===== src/rtl/tmgr_pkg.sv =====
// Shared constants, payload types and a helper function of the text-mode glyph rasterizer.
package tmgr_pkg;

   localparam int COLUMNS     = 80;
   localparam int GLYPH_ROWS  = 16;
   localparam int GLYPH_WIDTH = 8;

   localparam int FONT_DEPTH  = 4096;
   localparam int FONT_AW     = $clog2(FONT_DEPTH);
   localparam int FONT_DW     = 8;
   localparam int CELL_W      = 11;
   localparam int CODE_W      = 8;
   localparam int ATTR_W      = 8;
   localparam int COLOR_W     = 4;
   localparam int PIX_W       = GLYPH_WIDTH * COLOR_W;
   localparam int ADDR_W      = 18;
   localparam int ROW_W       = $clog2(GLYPH_ROWS);

   localparam int LINE_PIXELS = COLUMNS * GLYPH_WIDTH;
   localparam int ROW_STRIDE  = LINE_PIXELS * GLYPH_ROWS;

   localparam logic FUNC_LOAD = 1'b0;
   localparam logic FUNC_DRAW = 1'b1;

   typedef struct packed {
      logic                func;
      logic [FONT_AW-1:0]  font_addr;
      logic [FONT_DW-1:0]  font_byte;
      logic [CELL_W-1:0]   cell_index;
      logic [CODE_W-1:0]   char_code;
      logic [ATTR_W-1:0]   attribute;
   } req_type;

   typedef struct packed {
      logic [PIX_W-1:0]    pixel_colors;
      logic [ADDR_W-1:0]   pixel_addr;
      logic                last_row;
   } rsp_type;

   // Commands from the sequencer to the address unit.
   typedef struct packed {
      logic                start;
      logic [CELL_W-1:0]   cell_index;
      logic                advance;
   } addr_ctrl_type;

   typedef struct packed {
      logic                ready;
      logic [ADDR_W-1:0]   pixel_addr;
   } addr_stat_type;

   // Expands one font row into palette indices, leftmost pixel in the top nibble.
   function automatic logic [PIX_W-1:0] colorize(input logic [FONT_DW-1:0] bits,
                                                 input logic [ATTR_W-1:0] attr);
      logic [PIX_W-1:0]   packed_row;
      logic [COLOR_W-1:0] fg;
      logic [COLOR_W-1:0] bg;
      fg = attr[3:0];
      bg = {1'b0, attr[6:4]};
      packed_row = '0;
      for (int x = 0; x < GLYPH_WIDTH; x++) begin
         packed_row[x*COLOR_W +: COLOR_W] = bits[x] ? fg : bg;
      end
      return packed_row;
   endfunction

endpackage


===== src/rtl/tmgr_addr.sv =====
// Iterative pixel address unit: splits the cell number by repeated subtraction; one shared adder builds the address.
module tmgr_addr (
   input  logic                    clock,
   input  logic                    reset,
   input  tmgr_pkg::addr_ctrl_type ctrl,
   output tmgr_pkg::addr_stat_type stat
);
   import tmgr_pkg::*;

   typedef enum logic [3:0] {
      AU_IDLE  = 4'b0001,
      AU_DIV   = 4'b0010,
      AU_COL   = 4'b0100,
      AU_READY = 4'b1000
   } phase_type;

   phase_type          phase_ff, phase_in;
   logic [CELL_W-1:0]  rem_ff, rem_in;
   logic [ADDR_W-1:0]  base_ff, base_in;
   logic [ADDR_W-1:0]  operand;
   logic [ADDR_W-1:0]  sum;
   logic               rem_ge;

   assign rem_ge = rem_ff >= CELL_W'(COLUMNS);

   // The one adder serves the row stride, the column offset and the glyph line step.
   always_comb begin
      case (phase_ff)
         AU_DIV:  operand = ADDR_W'(ROW_STRIDE);
         AU_COL:  operand = ADDR_W'(rem_ff * GLYPH_WIDTH);
         default: operand = ADDR_W'(LINE_PIXELS);
      endcase
   end

   assign sum = base_ff + operand;

   always_comb begin
      phase_in = phase_ff;
      rem_in   = rem_ff;
      base_in  = base_ff;
      if (ctrl.start) begin
         phase_in = AU_DIV;
         rem_in   = ctrl.cell_index;
         base_in  = '0;
      end else begin
         case (phase_ff)
            AU_IDLE: begin
            end
            AU_DIV: begin
               if (rem_ge) begin
                  rem_in  = rem_ff - CELL_W'(COLUMNS);
                  base_in = sum;
               end else begin
                  phase_in = AU_COL;
               end
            end
            AU_COL: begin
               base_in  = sum;
               phase_in = AU_READY;
            end
            AU_READY: begin
               if (ctrl.advance) begin
                  base_in = sum;
               end
            end
            default: phase_in = AU_IDLE;
         endcase
      end
   end

   always_ff @(posedge clock) begin
      if (reset) begin
         phase_ff <= AU_IDLE;
      end else begin
         phase_ff <= phase_in;
      end
      rem_ff  <= rem_in;
      base_ff <= base_in;
   end

   assign stat.ready      = phase_ff == AU_READY;
   assign stat.pixel_addr = base_ff;

endmodule


===== config.mk =====
export PLATFORM = sky130hd
export DESIGN_NAME = tmgr_addr
export DESIGN_NICKNAME = d
export VERILOG_FILES = /design/src/rtl/tmgr_pkg.sv /design/src/rtl/tmgr_addr.sv
export SDC_FILE = /design/constraint.sdc
export NUM_CORES = 1
export LEC_CHECK = 0
export BUFFER_PORTS_ARGS = -buffer_cell sky130_fd_sc_hd__buf_2
export CORE_MARGIN = 3
export CORE_UTILIZATION = 50
export CTS_CLUSTER_SIZE = 12
export DETAILED_ROUTE_END_ITERATION = 8
export GPL_TIMING_DRIVEN = 0
export MAX_ROUTING_LAYER = met4
export PLACE_DENSITY = 0.75
export SETUP_SLACK_MARGIN = 0.4
export SLEW_MARGIN = 10
export SYNTH_ARGS = -nofsm -noshare
export SYNTH_HDL_FRONTEND = slang
export SYNTH_SLANG_ARGS = --single-unit

===== constraint.sdc =====
create_clock -name clock -period 2.9 [get_ports clock]
set_clock_uncertainty 0.1 [all_clocks]
set_input_delay 0.58 -clock clock [delete_from_list [all_inputs] [get_ports clock]]
set_output_delay 0.58 -clock clock [all_outputs]
set_load 0.02 [all_outputs]

Word level (Yosys, flattened, before mapping) --
Cells that the tools add are included.
Storage, ports and cells: bits in registers 33, bits of input ports 15, logic and storage cells 36, output and inout port bits 19
Cells by class: equality and inequality tests 9, bitwise gates (word level) 1, magnitude comparators 1, add/subtract/negate cells 2, reductions and logical operators 9, multiplexer cells 10
Operators with widths (count):
- one-hot mux 18 bit (3 select lines) | 1
- two-way mux 18 bit | 2
- two-way mux 11 bit | 3
- one-hot mux 14 bit (2 select lines) | 1
- adder 18 bit | 1
- one-hot mux 4 bit (3 select lines) | 1
- >= comparator 11 x 7 -> 1 bit, second input constant | 1
- subtractor 11 x 7 -> 11 bit, second input constant | 1
- != test 2 bit, second input constant | 3
- AND reduction 2 bit | 3
- equality test 4 x 1 -> 1 bit, second input constant | 1
- equality test 4 x 2 -> 1 bit, second input constant | 1
- equality test 4 x 3 -> 1 bit, second input constant | 1
- equality test 4 bit, second input constant | 1
- two-way mux 4 bit | 1
- nonzero test 2 bit | 2
- OR reduction 2 bit | 2
- != test 3 bit, second input constant | 1
- AND reduction 3 bit | 1
- nonzero test 3 bit | 1
- two-way mux 2 bit | 1
- != test 2 x 1 -> 1 bit, second input constant | 1
- NOT 1 bit | 1

Logic depth before layout (Yosys ltp) --
Gate-level depths: netlist of the first run.
word-level depth 5, gate-level depth with buffers 11, mapped depth without buffers 11

Worst setup path before layout of the first run --
No wires, ideal clock.
path type flip-flop to flip-flop, start point reg phase_ff[3], end point reg base_ff[15], setup time 121 ps, stages on the path, launching flop included 12, data required time 2679 ps, arrival 2482 ps, path buffers 1, path slack 196 ps, period minus slack after synthesis 2704 ps, cells stage by stage dfxtp_1 > nor2_1 > clkbuf_1 > and3_1 > ha_1 > fa_1 > a211oi_1 > o21bai_1 > o21ai_1 > o21ai_1 > nand3_1 > mux2_4
On the way: word-level cells in the longest chain between the ends 5, elaborated cells on any way between the ends 12, those cells by class add/sub: 1; eq/ne: 5; mux: 4; reduce/logical: 2
Ends and longest elaborated chain:
- start: declaration | RTL line tmgr_addr.sv:17 | phase_type phase_ff, phase_in;
- start signal: assignment | RTL line tmgr_addr.sv:75 | phase_ff <= phase_in;
- equality test 4 x 3 -> 1 bit or equality test 4 x 2 -> 1 bit (tied branches) | RTL line tmgr_addr.sv:28, tmgr_addr.sv:46
- one-hot mux 14 bit (2 select lines) | RTL line tmgr_addr.sv:28 | case (phase_ff)
- adder 18 bit | RTL line tmgr_addr.sv:35 | assign sum = base_ff + operand;
- two-way mux 18 bit (on tied branches) | RTL line tmgr_addr.sv:62, tmgr_addr.sv:50
- one-hot mux 18 bit (3 select lines) | RTL line tmgr_addr.sv:46 | case (phase_ff)
- end signal: assignment | RTL line tmgr_addr.sv:78 | base_ff <= base_in;
- end: declaration | RTL line tmgr_addr.sv:19 | logic [ADDR_W-1:0] base_ff, base_in;
Several ways; a longest one is shown, not always the timed one. The select of a mux whose other input is x is not followed. A chain may end at the register's enable or synchronous reset.

Worst setup path after layout of the first run --
start point reg phase_ff[3], end point reg base_ff[17]
The elaborated chain is that of the path after synthesis.

==> results.txt, run 1 <==
The worst setup timing slack at the placement stage is 0.0823 ns. The worst supply voltage drop on vdd came out at roughly 0.26 mV. Clock tree synthesis selected as its root buffer the cell sky130_fd_sc_hd__clkbuf_8.

The share of the Yosys chip area taken by registers is 0.363. In this design, the stage delay of the slowest critical-path cell is approximately 0.36 ns. The type of element launching the critical path is a register. The internal power of the cells totals 0.000688 W. The global-route wire length before repair came out at 6910 um. After synthesis, the cell types taking the most area are sky130_fd_sc_hd__dfxtp_1 (19%), sky130_fd_sc_hd__edfxtp_1 (17%), sky130_fd_sc_hd__ha_1 (8.3%). Counting flops and latches in the post-synthesis netlist gives 30. The synthesized design contains 11 enable-type register cells. Counting instances in the post-synthesis netlist gives the leading cell types as sky130_fd_sc_hd__nor2_1 (25), sky130_fd_sc_hd__dfxtp_1 (19), sky130_fd_sc_hd__nand2_1 (15), sky130_fd_sc_hd__ha_1 (13), sky130_fd_sc_hd__o21ai_0 (13).

Setup violations remaining at the end of the flow were counted as 0. The overall global routing resource usage came out at 0.205. In the final layout, the multi-input gates occupy 1290 sq um. The horizontal die dimension came out at 68.6 um. sky130_fd_sc_hd__nor2_1 is the most common cell in the netlist. Among the stages of the critical path, the cell type that occurs most often is sky130_fd_sc_hd__o21ai_2. The cell with the biggest individual delay on the critical path is sky130_fd_sc_hd__dfxtp_4. The worst-skew pair later-pin latency is 0.28 ns. The critical path is of the register to register type. The total area inside the core boundary comes to 3720 sq um. The maximum number of pins on one net before global-route repair came out at 11. The power dissipated by switching net loads is 0.000251 W.

STA classifies the critical path endpoint as a register. The remaining number of nets flagged by the antenna check after routing is 0. The worst-case setup margin in the final layout is 0.447 ns. Of the total power, combinational logic draws 0.143. The leakage power total came out at 1.14 nW.

The synthesized design spends more area on one cell type than any other, namely sky130_fd_sc_hd__dfxtp_1. The placed wire-length estimate came out at between 2000 and 3000 um. The initialized floorplan defines 22 standard-cell rows. The number of hold violations in the final report came out at 0.

The detail-routed net length per standard cell came out at 13.7 um. For this block, the initial DRC count from the detailed router was 95. The fill cell instance count of the final layout is about 310. The die covers ~4700 sq um. The top flip-flop cell by instance count after synthesis is sky130_fd_sc_hd__dfxtp_1. The data required time at the worst endpoint is 2.97 ns. The number of maximum-capacitance constraint violations is 0. The count of boundary I/O pins came out at 34.

The remaining max-slew budget at the tightest pin is 0.640. Clock tree synthesis found a total of 30 sinks. The minimum clock period after layout is 2.45 ns. The via density per instance came out at 5.30.

The sum of negative setup slack came out at 0 ns. The clock tree from TritonCTS is yes. The initial antenna violation count is 0.

The signed area change from the synthesized netlist to the final layout came out at 28.1%. The clock share of power is 0.344. The worst hold path belongs to the class primary input to register.

Summing every instance area after synthesis gives 1960 sq um. The tightest hold path in the finished design has a slack of a little under 0.4 ns. For this block, the via count after detailed routing is around 1700. Buffers inserted during clock tree synthesis total 5. For this block, the routed nets add up to 4320 um of wire. The instance count of the mapped netlist is 212. The number of buffers on the longest clock path came out at 2. The number of global-route vias before repair was roughly 1500. The number of design rule violations left after detail routing is 0. The switching power share of the total is 0.267. The final cycle utilization of the critical path came out at 0.846.

The fraction of post-synthesis cell area in the top cell type by area is 0.194. The number of max-slew violations in the final report is 0. The sequential power share is 0.513. The area used by sequential logic in the layout came out at 721 sq um. The slew at the pin closest to its max-slew limit is 0.540 ns. Setup repair after global routing could not meet its margin everywhere. The number of detailed-route iterations in the first pass came out at 4. The number of inserted diodes came out at 0. The effective utilization at floorplan came out at 0.527.

The final layout contains between 200 and 300 nets. The average size of a mapped cell is between 9 and 10 sq um. The congestion estimate from routability-driven global placement came to 0.908. The number of levels the H-tree was split into came out at 2. Port buffering added 30 buffers. The number of library cell types mapped by synthesis is between 40 and 50.

The aggregate global routing overflow is 0. The floorplan step set the die height to between 60 and 70 um. The number of warning messages in the yosys log is 0. Walking the worst path, the cells encountered are nor2_4 > buf_6 > and3_4 > ha_4 > fa_2 > a211oi_2 > o21bai_2 > o21ai_2 > o21ai_2 > nand4_2 > mux2_4.

The clock transition at the registers of the reported paths is 0.06 ns. The biggest fanout along the worst timing path is 8. The power per unit of standard cell area is 374 nW/um^2.

The run finished with clean final reports. The fraction of layout instances using a drive strength above 1 came out at 0.338. The fraction of synthesis flops using an asynchronous set or reset pin is 0.

At the worst endpoint, the arrival time is ~2.5 ns. The maximum operating frequency is 0.408 GHz.
## per-stage QoR
stage	std cells	power [W]	util	cell area, sq um
floorplan	214	0.000575	-	1970
global placement	292	0.000609	0.588	2180
detailed placement	292	0.000611	0.588	2180
CTS	306	0.000942	0.636	2360
global route	314	0.000990	0.675	2510
finish	314	0.000939	0.675	2510
## per-layer routing
| layer | share of wire | track usage |
|---|---|---|
| met2 | 0.46 | 0.322 |
| met4 | 0.013 | 0.0720 |
| met5 | 0 | - |
| met3 | 0.049 | 0.0405 |
| met1 | 0.47 | 0.263 |
## registers in the layout (all words and copies together) (netlist names)
name	count
phase_ff	4
rem_ff	11
base_ff	15
## final cells by class
type                            count  area share
Multi-Input combinational cell    170       0.515
Sequential cell                    30       0.287
Timing Repair Buffer               44       0.103
Buffer                             11      0.0319
Clock buffer                        6      0.0289
Tap cell                           48      0.0239
Inverter                            3     0.00648
Clock inverter                      2     0.00349
## cells by family after synthesis
family / synth area share
AND/OR/NAND/NOR: 0.199
AO/OA/AOI/OAI: 0.180
flip-flops: 0.363
adder cells (fa/ha/maj): 0.0933
XOR/XNOR: 0.0626
buffers and inverters: 0.0428
multiplexers: 0.0569
other: 0.00192
## final timing paths
kind,startpoint,to,slack (ns),cells after the start
hold reg to reg,base_ff[12],base_ff[12],0.43,2
setup reg to reg,phase_ff[3],base_ff[17],0.45,11
setup / recovery,phase_ff[3],base_ff[17],0.45,11
hold / removal,reset,phase_ff[1],0.39,2
## worst max-delay path, delay by kind of cell (launching register included)
kind                     cells  cell delay [ns]
AND/OR/NAND/NOR              3             0.31
multiplexers                 1             0.29
buffers and inverters        1             0.12
AO/OA/AOI/OAI                4             0.66
adder cells (fa/ha/maj)      2             0.50
flip-flops                   1             0.36
## power by group through the flow
stage / Clock (W) / Sequential (W) / Combinational [W]
floorplan: 0 / 0.000489 / 0.0000862
global placement: 0 / 0.000489 / 0.000119
detailed placement: 0 / 0.000490 / 0.000121
CTS: 0.000334 / 0.000481 / 0.000127
global route: 0.000357 / 0.000484 / 0.000149
finish: 0.000323 / 0.000481 / 0.000135
## placed cells by master (no fill, tap or decap), drive strengths merged, types with 5 or more instances in the layout
| cell type | netlist | routed |
|---|---|---|
| buf | 5 | 50 |
| nor2 | 25 | 25 |
| dfxtp | 19 | 19 |
| o21ai | 18 | 18 |
| nand2 | 15 | 15 |
| ha | 13 | 13 |
| edfxtp | 11 | 11 |
| clkbuf | 6 | 11 |
| a21oi | 10 | 10 |
| xnor2 | 9 | 9 |
| and3 | 9 | 9 |
| a21o | 8 | 8 |
| mux2i | 7 | 7 |
| xor2 | 5 | 5 |
| nor2b | 5 | 5 |
| and2 | 5 | 5 |
| nand3 | 5 | 5 |
| a211oi | 5 | 5 |
## what timing repair did
item / in CTS / in global routing
setup endpoints to repair: 7 / 7
gates resized for setup: 15 / 19
pin swaps: 6 / 15
hold buffers: 0 / 0
setup buffers: 6 / 8
(Power assumes the default switching activity.)
==> run 2: changes to the inputs <==
ABC_AREA = 1   (was not set)
CORE_UTILIZATION = 57   (was 50)
PLACE_DENSITY = 0.8   (was 0.75)
clock period = 2.34 ns   (was 2.9 ns; I/O delays follow)
==> run 2 against run 1 <==
Compared with the run above: global-route usage increased by 5.2 points; synthesized area increased by 14%; register-to-register slack got worse by 0.28 ns; non-clock buffer count decreased by 2; critical path depth increased by 4; flip-flop and latch count unchanged; die area decreased by 0.36%; routed wire length increased by 43%; cell area increased by 21%; worst hold slack got worse by 0.15 ns; sequential share of layout area decreased by 5.0 points; utilization increased by 14 points.
==> results.txt, run 2 <==
The sequential power share is 0.477. The core region is roughly 3700 sq um. The routability congestion estimate from global placement is 0.903. The average size of a mapped cell is ~6.7 sq um. The fraction of post-synthesis cell area in the top cell type by area came out at 0.171. Data on the critical path is required at its endpoint by 2.46 ns.

The remaining max-slew budget at the tightest pin came out at 0.636. The final cycle utilization of the critical path came out at 0.929. The depth of the worst hold-timing path is 2.

The clock share of power came out at 0.325. The number of design rule violations left after detail routing came out at 0. Setup repair after global routing could not meet its margin everywhere. Summing over every cut layer, the via total after detailed routing is 2329. For this run, the leading register cell type out of synthesis is sky130_fd_sc_hd__dfxtp_1. In this run the critical register-to-register path is launched from phase_ff[2].

The number of cells on the worst reg-to-reg path is 15. In the global route stage, met3 resource usage came out at 0.0509. The biggest fanout along the worst timing path came out at 5. More flip-flops sit in one register than any other, and that register is base_ff. The detail-routed net length per standard cell is 14.2 um. The power per unit of standard cell area is 414 nW/um^2.

The signed area change from the synthesized netlist to the final layout came out at 36.2%. The instance count of the mapped netlist is 332. The path with the worst hold slack has its endpoint at phase_ff[1]. For this run, the total global-route usage over all layers was measured as 0.257.

The commonest cells after synthesis are sky130_fd_sc_hd__nand2_1 (93), sky130_fd_sc_hd__nor2_1 (56), sky130_fd_sc_hd__inv_1 (49), sky130_fd_sc_hd__dfxtp_1 (19). In this run, synthesis inferred 11 flip-flops with an integrated enable. The share of synthesized area occupied by flip-flops and latches came out at 0.320. Summed over all layers, the global routing overflow is 0. The clock tree root driver cell is sky130_fd_sc_hd__clkbuf_8. In the final design database the tool counted 413 nets.

The clock transition at the registers of the reported paths came out at 0.06 ns. Entering global routing, the biggest net connects 11 pins. The netlist uses 38 different library cells. Of the total power, combinational logic draws 0.198. The run finished with clean final reports.

The number of max-slew violations in the final report came out at 0. The number of levels the H-tree was split into came out at 2. The final-report setup violation count came out at 0. Cell internal power was estimated by the tool at 0.000877 W. The worst-case IR drop observed on VDD is 0.404 mV.

The library cell used most frequently in the layout, excluding fill and tap cells, is sky130_fd_sc_hd__nand2_1. Yosys instantiated no cell more often than sky130_fd_sc_hd__nand2_1. The detail route stage leaves a number of antenna-violating nets equal to 0. The global-route wire length before repair came out at 8520 um.

The port buffer count came out at 30. The fraction of synthesis flops using an asynchronous set or reset pin came out at 0. Buffers inserted during clock tree synthesis total 5.

The overall power came out at 0.00125 W. In the routed layout, each cell is associated on average with a via count of 5.38. The switching power share of the total came out at 0.301. After global routing, the most crowded layer is met2. The top cell types in the final layout, fill and taps aside, are sky130_fd_sc_hd__nand2_1 (60), sky130_fd_sc_hd__inv_1 (42), sky130_fd_sc_hd__nor2_1 (40). For this run, the top clock speed supported by timing is approximately 0.46 GHz. The worst hold path begins at reset.

The number of warning messages in the yosys log came out at 0. The height of the die came out at 68.5 um. The floorplan step defined a die boundary enclosing 4690 sq um. Ranked by total cell area, the synthesized netlist is headed by sky130_fd_sc_hd__dfxtp_1 (17%), sky130_fd_sc_hd__nand2_1 (16%), sky130_fd_sc_hd__edfxtp_1 (15%). The class of the tightest hold or removal check is primary input to register.

The number of detailed-route iterations in the first pass came out at 4. The sum of routed wire length over all layers is roughly 6200 um. Summed over all nets, the switching power comes to 0.000378 W.

The clock tree from TritonCTS is yes. The fraction of layout instances using a drive strength above 1 is 0.405. The total standard cell area after synthesis came out at around 2200 sq um.

In the global route stage, met2 resource usage came out at 0.451. In this run the critical register-to-register path is captured at base_ff[15]. The type of element launching the critical path is a register. The count of boundary I/O pins is 34.

The worst setup path is captured at a register. The largest registers in the layout are base_ff x15, rem_ff x11, phase_ff x4. The tree built by TritonCTS fans out to 30 sinks.

The clock passes through at most 2 buffers. The worst setup path is of the register to register kind. The floorplan has 22 rows.

The slew at the pin closest to its max-slew limit is roughly 0.55 ns. The slack of the worst reg-to-reg path is 0.17 ns. The minimum clock period after layout came out at between 2 and 2.5 ns. The number of inserted diodes came out at 0. The leakage power total came out at 1.49 nW. The effective utilization at floorplan is 0.598. sky130_fd_sc_hd__dfxtp_1 takes more of the synthesized area than any other cell. The fill cell instance count of the final layout is 222. The number of hold violations in the final report came out at 0. The number of maximum-capacitance constraint violations came out at 0. The number of flip-flops in the largest register came out at 15. The worst-skew pair later-pin latency is between 0.2 and 0.3 ns. Setup total negative slack on the finished layout was measured at 0 ns. In the global route stage, met1 resource usage came out at 0.274. Once detailed placement completed, the half-perimeter wirelength came to 3920 um. The initial antenna violation count came to 0.

In this run, synthesis produced a sequential element count of 30. The number of global-route vias before repair came to 1957. The signal arrival time at the worst endpoint came out at 2.30 ns.

The DRC marker count from the first detailed-route iteration came out at 135. From left edge to right edge, the die measures roughly 68 um.
## run 2: how the worst max path moves through the flow
| stage | start | to | slack (ns) |
|---|---|---|---|
| finish | phase_ff[2] | base_ff[15] | 0.17 |
| global route | phase_ff[2] | base_ff[15] | 0.05 |
| floorplan | phase_ff[0] | base_ff[15] | 0.40 |
| global placement | phase_ff[2] | base_ff[15] | 0.16 |
| detailed placement | phase_ff[3] | base_ff[12] | 0.12 |
| CTS | phase_ff[2] | base_ff[15] | 0.19 |
## run 2: routing by layer
layer / vias up / wire (um)
li1: 1131 / -
met1: 1093 / 2480
met2: 86 / 3150
met3: 19 / 353
met4: 0 / 182
met5: - / 0
## run 2: logic make-up after synthesis
family	count (synthesis)	synth area share
compound gates	40	0.105
xor+xnor	8	0.0315
fa+ha+maj	14	0.0822
buf+inv	64	0.127
flops	30	0.320
other cells	1	0.00169
simple gates	175	0.333
## run 2: critical path: stages, from the launching register on
cell,delay [ns]
sky130_fd_sc_hd__dfxtp_2,0.35
sky130_fd_sc_hd__inv_2,0.05
sky130_fd_sc_hd__nor2_2,0.10
sky130_fd_sc_hd__nand2_2,0.10
sky130_fd_sc_hd__buf_6,0.15
sky130_fd_sc_hd__nor2_2,0.09
sky130_fd_sc_hd__ha_1,0.29
sky130_fd_sc_hd__nand2_1,0.12
sky130_fd_sc_hd__nand2_1,0.10
sky130_fd_sc_hd__a21boi_1,0.14
sky130_fd_sc_hd__nand2_1,0.07
sky130_fd_sc_hd__nor2_1,0.14
sky130_fd_sc_hd__nor2_1,0.07
sky130_fd_sc_hd__nand2_1,0.06
sky130_fd_sc_hd__nand2_1,0.05
sky130_fd_sc_hd__nor2_1,0.12
## run 2: what timing repair did
| action | CTS | global route |
|---|---|---|
| cloned | 1 | 0 |
| setup endpoints to repair | 12 | 21 |
| buffers inserted | 6 | 6 |
| resized for setup | 27 | 73 |
| pin swaps | 11 | 36 |
| hold buffers | 0 | 0 |
## run 2: power groups by stage
stage / logic (W) / clock network, W / registers, W
after floorplan: 0.000134 / 0 / 0.000614
after global placement: 0.000190 / 0 / 0.000606
after detailed placement: 0.000195 / 0 / 0.000607
after CTS: 0.000212 / 0.000411 / 0.000597
after global routing: 0.000273 / 0.000441 / 0.000604
final: 0.000248 / 0.000408 / 0.000599
## run 2: cell type report
type                            count  area [sq um]  share of cell area
Tap cell                           48          60.1              0.0198
Buffer                             10          83.8              0.0277
Clock inverter                      2          8.76             0.00289
Timing Repair Buffer               43           259              0.0855
Sequential cell                    30           718               0.237
Multi-Input combinational cell    240          1610               0.531
Inverter                           54           218              0.0719
Clock buffer                        6          72.6              0.0240
## run 2: stage by stage
step | std cells | utilization | instance area, sq um | hold WS, ns | setup WS [ns]
CTS | 427 | 0.728 | 2710 | 0.235 | 0.190
floorplan | 334 | - | 2260 | 0.430 | 0.395
finish | 433 | 0.815 | 3030 | 0.240 | 0.167
global placement | 412 | 0.664 | 2470 | 0.387 | 0.157
detailed placement | 412 | 0.664 | 2470 | 0.399 | 0.116
global route | 433 | 0.815 | 3030 | 0.228 | 0.0511
